===== config.mk =====
export PLATFORM = sky130hd
export DESIGN_NAME = max_heap_priority_queue_unit
export DESIGN_NICKNAME = d
export VERILOG_FILES = /design/src/rtl/mhpq_pkg.sv /design/src/rtl/max_heap_priority_queue_unit.sv /design/src/rtl/mhpq_mem.sv /design/src/rtl/mhpq_ctrl.sv
export VERILOG_INCLUDE_DIRS = /design/src /design/src/rtl
export SDC_FILE = /design/constraint.sdc
export NUM_CORES = 2
export LEC_CHECK = 0
export BUFFER_PORTS_ARGS = -buffer_cell sky130_fd_sc_hd__buf_2
export CAP_MARGIN = 40
export CORE_MARGIN = 2
export CORE_UTILIZATION = 49
export CTS_CLUSTER_DIAMETER = 50
export DETAILED_ROUTE_END_ITERATION = 8
export PLACE_DENSITY = 0.75
export REMOVE_ABC_BUFFERS = 1
export SLEW_MARGIN = 25
export SYNTH_ARGS = -nofsm -noshare
export SYNTH_HDL_FRONTEND = slang
export SYNTH_SLANG_ARGS = --single-unit

===== constraint.sdc =====
create_clock -name clk -period 8.7 [get_ports clk]
set_input_delay 0.435 -clock clk [delete_from_list [all_inputs] [get_ports clk]]
set_output_delay 0.435 -clock clk [all_outputs]
set_load 0.01 [all_outputs]

===== src/rtl/max_heap_priority_queue_unit_assert.svh =====
// ----------------------------------------------------------------------------
// max heap priority queue assertion macros
// shared property forms for the heap sequencer checks
// ----------------------------------------------------------------------------
`ifndef MAX_HEAP_PRIORITY_QUEUE_UNIT_ASSERT_SVH
`define MAX_HEAP_PRIORITY_QUEUE_UNIT_ASSERT_SVH

// same-cycle implication, sampled on clk, off while arst_n is low
`define MHPQ_ASSERT_NOW(lbl, ante, cons, msg) \
	lbl: assert property (@(posedge clk) disable iff (!arst_n) (ante) |-> (cons)) \
		else $error(msg);

// next-cycle implication, sampled on clk, off while arst_n is low
`define MHPQ_ASSERT_NEXT(lbl, ante, cons, msg) \
	lbl: assert property (@(posedge clk) disable iff (!arst_n) (ante) |=> (cons)) \
		else $error(msg);

`endif


===== src/rtl/mhpq_pkg.sv =====
// ----------------------------------------------------------------------------
// mhpq_pkg
// types, codes and defaults shared by the max heap priority queue
// ----------------------------------------------------------------------------
package mhpq_pkg;

	localparam int DEF_CAPACITY = 16;

	localparam logic FN_APPEND  = 1'b0;
	localparam logic FN_EXTRACT = 1'b1;

	localparam logic [1:0] ST_STORED    = 2'd0;
	localparam logic [1:0] ST_EXTRACTED = 2'd1;
	localparam logic [1:0] ST_FULL      = 2'd2;
	localparam logic [1:0] ST_EMPTY     = 2'd3;

	typedef struct packed {
		logic [31:0] key;
		logic [30:0] id;
		logic [3:0]  doors;
		logic [7:0]  series;
	} entry_t;

	typedef struct packed {
		logic   func;
		entry_t entry;
	} req_t;

	typedef struct packed {
		logic [1:0]  status;
		logic [31:0] key;
		logic [31:0] id;
		logic [3:0]  doors;
		logic [7:0]  series;
	} res_t;

endpackage


===== src/rtl/max_heap_priority_queue_unit.sv =====
// append or empty extract: the sequencer goes from idle straight to done, the result is then registered at the output
// extract on a built heap: root read, last entry read, then the last entry sinks from the root level by level
// a first extract after appends adds a bottom-up heapify
// throughput: one request in flight, the next is taken once the result leaves the sequencer
// reset: heap empty and marked built, entry store contents left undefined
// ----------------------------------------------------------------------------
// max_heap_priority_queue_unit
// binary max-heap on a 32-bit price key with id, door count and series payload
// ----------------------------------------------------------------------------
module max_heap_priority_queue_unit #(
	parameter int CAPACITY = mhpq_pkg::DEF_CAPACITY
) (
	input  logic               clk,
	input  logic               arst_n,
	input  logic               in_valid,
	output logic               in_ready,
	input  logic               func,
	input  logic [31:0]        item_key,
	input  logic [30:0]        item_id,
	input  logic [3:0]         item_doors,
	input  logic [7:0]         item_series,
	output logic               out_valid,
	input  logic               out_ready,
	output logic [1:0]         status,
	output logic [31:0]        out_key,
	output logic signed [31:0] out_id,
	output logic [3:0]         out_doors,
	output logic [7:0]         out_series
);

	mhpq_pkg::req_t req;
	mhpq_pkg::res_t res;
	mhpq_pkg::res_t out_q;
	logic           idle;
	logic           res_valid;
	logic           res_ready;
	logic           out_valid_q;

	assign req.func         = func;
	assign req.entry.key    = item_key;
	assign req.entry.id     = item_id;
	assign req.entry.doors  = item_doors;
	assign req.entry.series = item_series;

	assign in_ready  = idle;
	assign res_ready = !out_valid_q || out_ready;

	mhpq_ctrl #(
		.CAPACITY (CAPACITY)
	) u_ctrl (
		.clk       (clk),
		.arst_n    (arst_n),
		.req_valid (in_valid),
		.req       (req),
		.idle      (idle),
		.res_valid (res_valid),
		.res_ready (res_ready),
		.res       (res)
	);

	// output register, frees the sequencer while a result waits
	always_ff @(posedge clk or negedge arst_n) begin
		if (!arst_n) begin
			out_valid_q <= 1'b0;
			out_q       <= '0;
		end else if (res_ready) begin
			out_valid_q <= res_valid;
			out_q       <= res;
		end
	end

	assign out_valid  = out_valid_q;
	assign status     = out_q.status;
	assign out_key    = out_q.key;
	assign out_id     = out_q.id;
	assign out_doors  = out_q.doors;
	assign out_series = out_q.series;

endmodule


===== src/rtl/mhpq_mem.sv =====
// ----------------------------------------------------------------------------
// mhpq_mem
// heap entry store, one write port and one registered read port
// ----------------------------------------------------------------------------
module mhpq_mem #(
	parameter int DEPTH = mhpq_pkg::DEF_CAPACITY,
	parameter int AW    = (DEPTH > 1) ? $clog2(DEPTH) : 1
) (
	input  logic                clk,
	input  logic                we,
	input  logic [AW-1:0]       waddr,
	input  mhpq_pkg::entry_t    wdata,
	input  logic [AW-1:0]       raddr,
	output mhpq_pkg::entry_t    rdata
);

	mhpq_pkg::entry_t mem_q [DEPTH];

	always_ff @(posedge clk) begin
		if (we) begin
			mem_q[waddr] <= wdata;
		end
		rdata <= mem_q[raddr];
	end

endmodule


===== src/rtl/mhpq_ctrl.sv =====
// ----------------------------------------------------------------------------
// mhpq_ctrl
// heap sequencer: append, bottom-up heapify and extract with sift-down,
// one shared key comparator, entries held in mhpq_mem
// ----------------------------------------------------------------------------
`include "max_heap_priority_queue_unit_assert.svh"

module mhpq_ctrl #(
	parameter int CAPACITY = mhpq_pkg::DEF_CAPACITY
) (
	input  logic            clk,
	input  logic            arst_n,
	input  logic            req_valid,
	input  mhpq_pkg::req_t  req,
	output logic            idle,
	output logic            res_valid,
	input  logic            res_ready,
	output mhpq_pkg::res_t  res
);

	localparam int AW  = (CAPACITY > 1) ? $clog2(CAPACITY) : 1;
	localparam int CW  = $clog2(CAPACITY + 1);
	localparam int CHW = AW + 2;

	typedef enum logic [3:0] {
		S_IDLE,
		S_HEAP_NEXT,
		S_HEAP_LD,
		S_EX_ROOT,
		S_EX_LAST,
		S_EX_LD,
		S_SIFT_L,
		S_SIFT_R,
		S_SIFT_C,
		S_SIFT_W,
		S_DONE
	} state_t;

	state_t             state_q;
	logic [CW-1:0]      count_q;
	logic               built_q;
	logic               heap_q;
	logic [CW-1:0]      hz_q;
	logic [AW-1:0]      node_q;
	logic [AW-1:0]      best_idx_q;
	logic               best_is_cur_q;
	mhpq_pkg::entry_t   cur_q;
	mhpq_pkg::entry_t   best_q;
	mhpq_pkg::res_t     res_q;

	logic               we;
	logic [AW-1:0]      waddr;
	mhpq_pkg::entry_t   wdata;
	logic [AW-1:0]      raddr;
	mhpq_pkg::entry_t   rd_data;

	logic [CHW-1:0]     left_w;
	logic [CHW-1:0]     right_w;
	logic [CHW-1:0]     cnt_x;
	logic               left_in;
	logic               right_in;
	logic               full;
	logic               append_go;
	logic [31:0]        cmp_a;
	logic               cmp_gt;

	mhpq_mem #(
		.DEPTH (CAPACITY),
		.AW    (AW)
	) u_mem (
		.clk   (clk),
		.we    (we),
		.waddr (waddr),
		.wdata (wdata),
		.raddr (raddr),
		.rdata (rd_data)
	);

	assign left_w    = {1'b0, node_q, 1'b1};
	assign right_w   = left_w + CHW'(1);
	assign cnt_x     = {{(CHW-CW){1'b0}}, count_q};
	assign left_in   = left_w < cnt_x;
	assign right_in  = right_w < cnt_x;
	assign full      = count_q == CW'(CAPACITY);
	assign append_go = state_q == S_IDLE && req_valid && req.func == mhpq_pkg::FN_APPEND && !full;

	// shared comparator: child key strictly above the current winner
	assign cmp_a  = (state_q == S_SIFT_R) ? cur_q.key : best_q.key;
	assign cmp_gt = rd_data.key > cmp_a;

	assign idle      = state_q == S_IDLE;
	assign res_valid = state_q == S_DONE;
	assign res       = res_q;

	always_comb begin
		we    = 1'b0;
		waddr = node_q;
		wdata = cur_q;
		raddr = '0;
		unique case (state_q)
			S_IDLE: begin
				if (append_go) begin
					we    = 1'b1;
					waddr = AW'(count_q);
					wdata = req.entry;
				end
			end
			S_HEAP_NEXT: raddr = AW'(hz_q - CW'(1));
			S_EX_LAST:   raddr = AW'(count_q - CW'(1));
			S_SIFT_L: begin
				if (left_in) begin
					raddr = left_w[AW-1:0];
				end else begin
					// leaf reached, drop the sinking entry into the hole
					we = 1'b1;
				end
			end
			S_SIFT_R: begin
				if (right_in) begin
					raddr = right_w[AW-1:0];
				end
			end
			S_SIFT_W: begin
				we    = 1'b1;
				wdata = best_is_cur_q ? cur_q : best_q;
			end
			default: begin
			end
		endcase
	end

	always_ff @(posedge clk or negedge arst_n) begin
		if (!arst_n) begin
			state_q       <= S_IDLE;
			count_q       <= '0;
			built_q       <= 1'b1;
			heap_q        <= 1'b0;
			hz_q          <= '0;
			node_q        <= '0;
			best_idx_q    <= '0;
			best_is_cur_q <= 1'b1;
			cur_q         <= '0;
			best_q        <= '0;
			res_q         <= '0;
		end else begin
			unique case (state_q)
				S_IDLE: begin
					if (req_valid) begin
						if (req.func == mhpq_pkg::FN_APPEND) begin
							if (full) begin
								res_q <= '{status: mhpq_pkg::ST_FULL, key: '0, id: '0,
									doors: '0, series: '0};
							end else begin
								res_q   <= '{status: mhpq_pkg::ST_STORED, key: '0, id: '0,
									doors: '0, series: '0};
								count_q <= count_q + CW'(1);
								built_q <= 1'b0;
							end
							state_q <= S_DONE;
						end else if (count_q == '0) begin
							res_q   <= '{status: mhpq_pkg::ST_EMPTY, key: '0, id: '1,
								doors: '0, series: '0};
							state_q <= S_DONE;
						end else if (!built_q) begin
							hz_q    <= count_q >> 1;
							heap_q  <= 1'b1;
							state_q <= S_HEAP_NEXT;
						end else begin
							heap_q  <= 1'b0;
							state_q <= S_EX_ROOT;
						end
					end
				end
				S_HEAP_NEXT: begin
					if (hz_q == '0) begin
						built_q <= 1'b1;
						heap_q  <= 1'b0;
						state_q <= S_EX_ROOT;
					end else begin
						node_q  <= AW'(hz_q - CW'(1));
						hz_q    <= hz_q - CW'(1);
						state_q <= S_HEAP_LD;
					end
				end
				S_HEAP_LD: begin
					cur_q   <= rd_data;
					state_q <= S_SIFT_L;
				end
				S_EX_ROOT: state_q <= S_EX_LAST;
				S_EX_LAST: begin
					res_q   <= '{status: mhpq_pkg::ST_EXTRACTED, key: rd_data.key,
						id: {1'b0, rd_data.id}, doors: rd_data.doors,
						series: rd_data.series};
					state_q <= S_EX_LD;
				end
				S_EX_LD: begin
					// last entry becomes the sinking entry, root is the hole
					cur_q   <= rd_data;
					count_q <= count_q - CW'(1);
					node_q  <= '0;
					state_q <= S_SIFT_L;
				end
				S_SIFT_L: begin
					if (left_in) begin
						state_q <= S_SIFT_R;
					end else begin
						state_q <= heap_q ? S_HEAP_NEXT : S_DONE;
					end
				end
				S_SIFT_R: begin
					if (cmp_gt) begin
						best_q        <= rd_data;
						best_idx_q    <= left_w[AW-1:0];
						best_is_cur_q <= 1'b0;
					end else begin
						best_q        <= cur_q;
						best_is_cur_q <= 1'b1;
					end
					state_q <= right_in ? S_SIFT_C : S_SIFT_W;
				end
				S_SIFT_C: begin
					if (cmp_gt) begin
						best_q        <= rd_data;
						best_idx_q    <= right_w[AW-1:0];
						best_is_cur_q <= 1'b0;
					end
					state_q <= S_SIFT_W;
				end
				S_SIFT_W: begin
					if (best_is_cur_q) begin
						state_q <= heap_q ? S_HEAP_NEXT : S_DONE;
					end else begin
						node_q  <= best_idx_q;
						state_q <= S_SIFT_L;
					end
				end
				S_DONE: begin
					if (res_ready) begin
						state_q <= S_IDLE;
					end
				end
				default: state_q <= S_IDLE;
			endcase
		end
	end

	`MHPQ_ASSERT_NOW(a_count_bound, 1'b1, count_q <= CW'(CAPACITY), "entry count above capacity")
	`MHPQ_ASSERT_NOW(a_waddr_bound, we, 32'(waddr) < CAPACITY, "write beyond store")
	`MHPQ_ASSERT_NEXT(a_append, append_go, !built_q && count_q == $past(count_q) + CW'(1), "lost append")

endmodule


==> metrics.csv <==
metric,value,unit
std_cell_rows,132,
diodes,0,
cts_buffers,163,
syn-cell-area,64230,um^2
fin_setup_tns,0,ns
core-area,129800,um^2
slew_violations,0,
synth_edf_count,1200,
vias,36680,
drive_above_1_share,0.1975,
hold_path.class,in -> reg,
layout_setup_ws,3.283,ns
post-route-util,0.5655,
synth_seq_cells,1607,
fmax,184.6,MHz
p_leak,0.02724,uW
drv_cap,0,
cts_htree_levels,4,
pre_cts_slack,3.445,ns
overflow,0,
crit_type,reg -> reg,
path_clk_slew,0.06,ns
worst_path_max_delay_cell,buf_4,
die_w,366.0,um
worstPathMaxFanout,48,
grt_use_total,0.2290,
cts_tree,yes,
crit_buf_inv,2,
start_util,0.4948,
gp_congestion,0.8325,
finalCriticalPeriod,5.417,ns
clk_path_buf_depth,3,
yosysUniqueCellTypes,57,
cts_setup_buffers,0,
cp.required,9.40,ns
seq_area_frac_synth,0.7138,
num-nets-final,4327,
cp_top_family,simple AND/OR/NAND/NOR gates,
grt_pass1_vias,36260,
synthTopCellsByCount,"1,200 x edfxtp_1, 632 x mux2i_1, 330 x dfrtp_1",
post_cts_resized,0,
clock-sinks,1607,
yosys.area.top_type,edfxtp_1,
place_area,67510,um^2
synth_top_area_share,0.5611,
drt_iter0_markers,4777,
vias_per_cell,6.026,
netlist_instances,4029,
yosys-top-cells-area,"edfxtp_1 56%, dfrtp_1 13%, mux2i_1 9.8%",
slew_headroom,0.3029,
ys_warn_count,0,
area_growth,14.30,%
path_cells,nor2b_1 -> nand3_2 -> buf_4 -> mux2i_1 -> ha_1 -> nand4_1 -> or4_1 -> or3_4 -> nor2b_1 -> a22oi_4 -> a21o_4 -> buf_4 -> o22ai_1 -> a21oi_1,
wire_per_inst,25.78,um
worst_pin_slew,1.046,ns
cts_root_buf,clkbuf_16,
drc,0,
wl,156900,um
grt_max_degree,152,
total_power,28950,uW
status,"finished, final reports clean",
clock_skew,0.03453,ns
drt-pass1-iter-count,8,
min_period_over_period,0.6226,
die_y,366.0,um
syn_area_per_cell,15.94,um^2
grt_pass1_wl,231200,um
power_density,394.4,nW/um^2
cp.arrival,6.12,ns
n_fill_cell,9732,
synth_most_common_cell,edfxtp_1,
ff2ff_setup_slack,3.28,ns
final-setup-viol-count,0,
crit_path_max_incr_delay,0.76,ns
dp_hpwl,84420,um
pin_count,160,
cp-start-kind,flip-flop,
portBuffers,159,
rsz0062_at_grt,false,
die_area,134000,um^2
clk_latency,0.81,ns
ys.flop_type,edfxtp_1,
finalHoldViolations,0,
peakVddDrop,0.0006363,V
grt_antenna_before_repair,2,
synth-async-reset-ratio,0.2066,
fin_area,73410,um^2
crit_path_end_kind,flip-flop,
ant_nets,0,
-- per-stage QoR --
step	cells	hold WS [ns]
6_report	6087	0.06395
5_1_grt	6087	0.06959
4_1_cts	6079	0.003380
3_5_place_dp	5769	0.4709
3_3_place_gp	5743	0.4618
2_1_floorplan	3777	0.1394
-- final cells by class --
class / instances / area, um^2 / area share
inverters: 165 / 619.3 / 0.008436
clock buffers: 224 / 4596 / 0.06260
well taps: 1742 / 2180 / 0.02969
multi-input cells: 2005 / 16920 / 0.2304
flip-flops and latches: 1607 / 45850 / 0.6245
clock inverters: 84 / 1114 / 0.01517
repair buffers: 260 / 2143 / 0.02919
-- per-layer routing --
layer	vias to the layer above	wire, um	global-route usage
met4	0	4738	0.08270
met2	1750	73300	0.3552
li1	15990	-	-
met3	278	13550	0.04766
met5	-	0	0
met1	18660	65330	0.3212
-- tightest hold or removal path: stages --
cell and delay [ns]:
buf_2 0.13, nand2_1 0.16, o41ai_1 0.10
-- cell usage in the layout (no fill, tap or decap), types with 76 or more instances in the layout --
| cell | count |
|---|---|
| o22ai_1 | 78 |
| nand2_1 | 179 |
| a22oi_1 | 81 |
| mux2i_1 | 632 |
| inv_1 | 165 |
| mux2_2 | 303 |
| a21oi_1 | 103 |
| dfrtp_1 | 330 |
| clkbuf_16 | 168 |
| o21ai_0 | 182 |
| buf_2 | 160 |
| o221ai_1 | 76 |
| edfxtp_1 | 1200 |
-- cell families after synthesis --
family          after synthesis  synth area share
simple gates                306           0.02059
mux                         935            0.1516
xor+xnor                     10          0.001364
compound gates              709           0.07697
flops                      1607            0.7138
buf+inv                     417           0.02686
fa+ha+maj                    45          0.008766
-- report_power, final --
part | internal (uW) | switching [uW]
registers | 10600 | 981
clock network | 4230 | 3060
logic | 4030 | 6080
-- worst paths after layout --
path / startpoint / endpoint / cells past startpoint
max: u_ctrl.state_q[2]$_DFFE_PN0P_ / u_ctrl.best_q[69]$_DFFE_PN0P_ / 14
max in group asynchronous: arst_n / u_ctrl.best_q[33]$_DFFE_PN0P_ / 5
min in group asynchronous: arst_n / out_key[28]$_DFFE_PN0N_ / 2
min: in_valid / u_ctrl.heap_q$_DFFE_PN0P_ / 3
min reg2reg: u_ctrl.res[77]$_DFFE_PN0P_ / u_ctrl.res[77]$_DFFE_PN0P_ / 2
max reg2reg: u_ctrl.state_q[2]$_DFFE_PN0P_ / u_ctrl.best_q[69]$_DFFE_PN0P_ / 14
-- repair_timing --
item	in CTS	in global routing
setup endpoints to repair	0	0
hold endpoints to repair	84	0
hold buffers	2	0
-- sequential cells by signal (all words and copies together) (netlist names) --
signal                count
u_ctrl.best_is_cur_q      1
u_ctrl.node_q             4
out_series                8
u_ctrl.cur_q             75
out_id                   32
u_ctrl.best_idx_q         4
u_ctrl.best_q            75
u_ctrl.u_mem.rdata       75
out_key                  32
u_ctrl.state_q            4
u_ctrl.hz_q               5
u_ctrl.u_mem.mem_q     1200
u_ctrl.heap_q             1
u_ctrl.built_q            1
out_doors                 4
out_valid                 1
u_ctrl.count_q            5
u_ctrl.res               78
status                    2
Note: power is estimated with default switching activity, not from simulation.
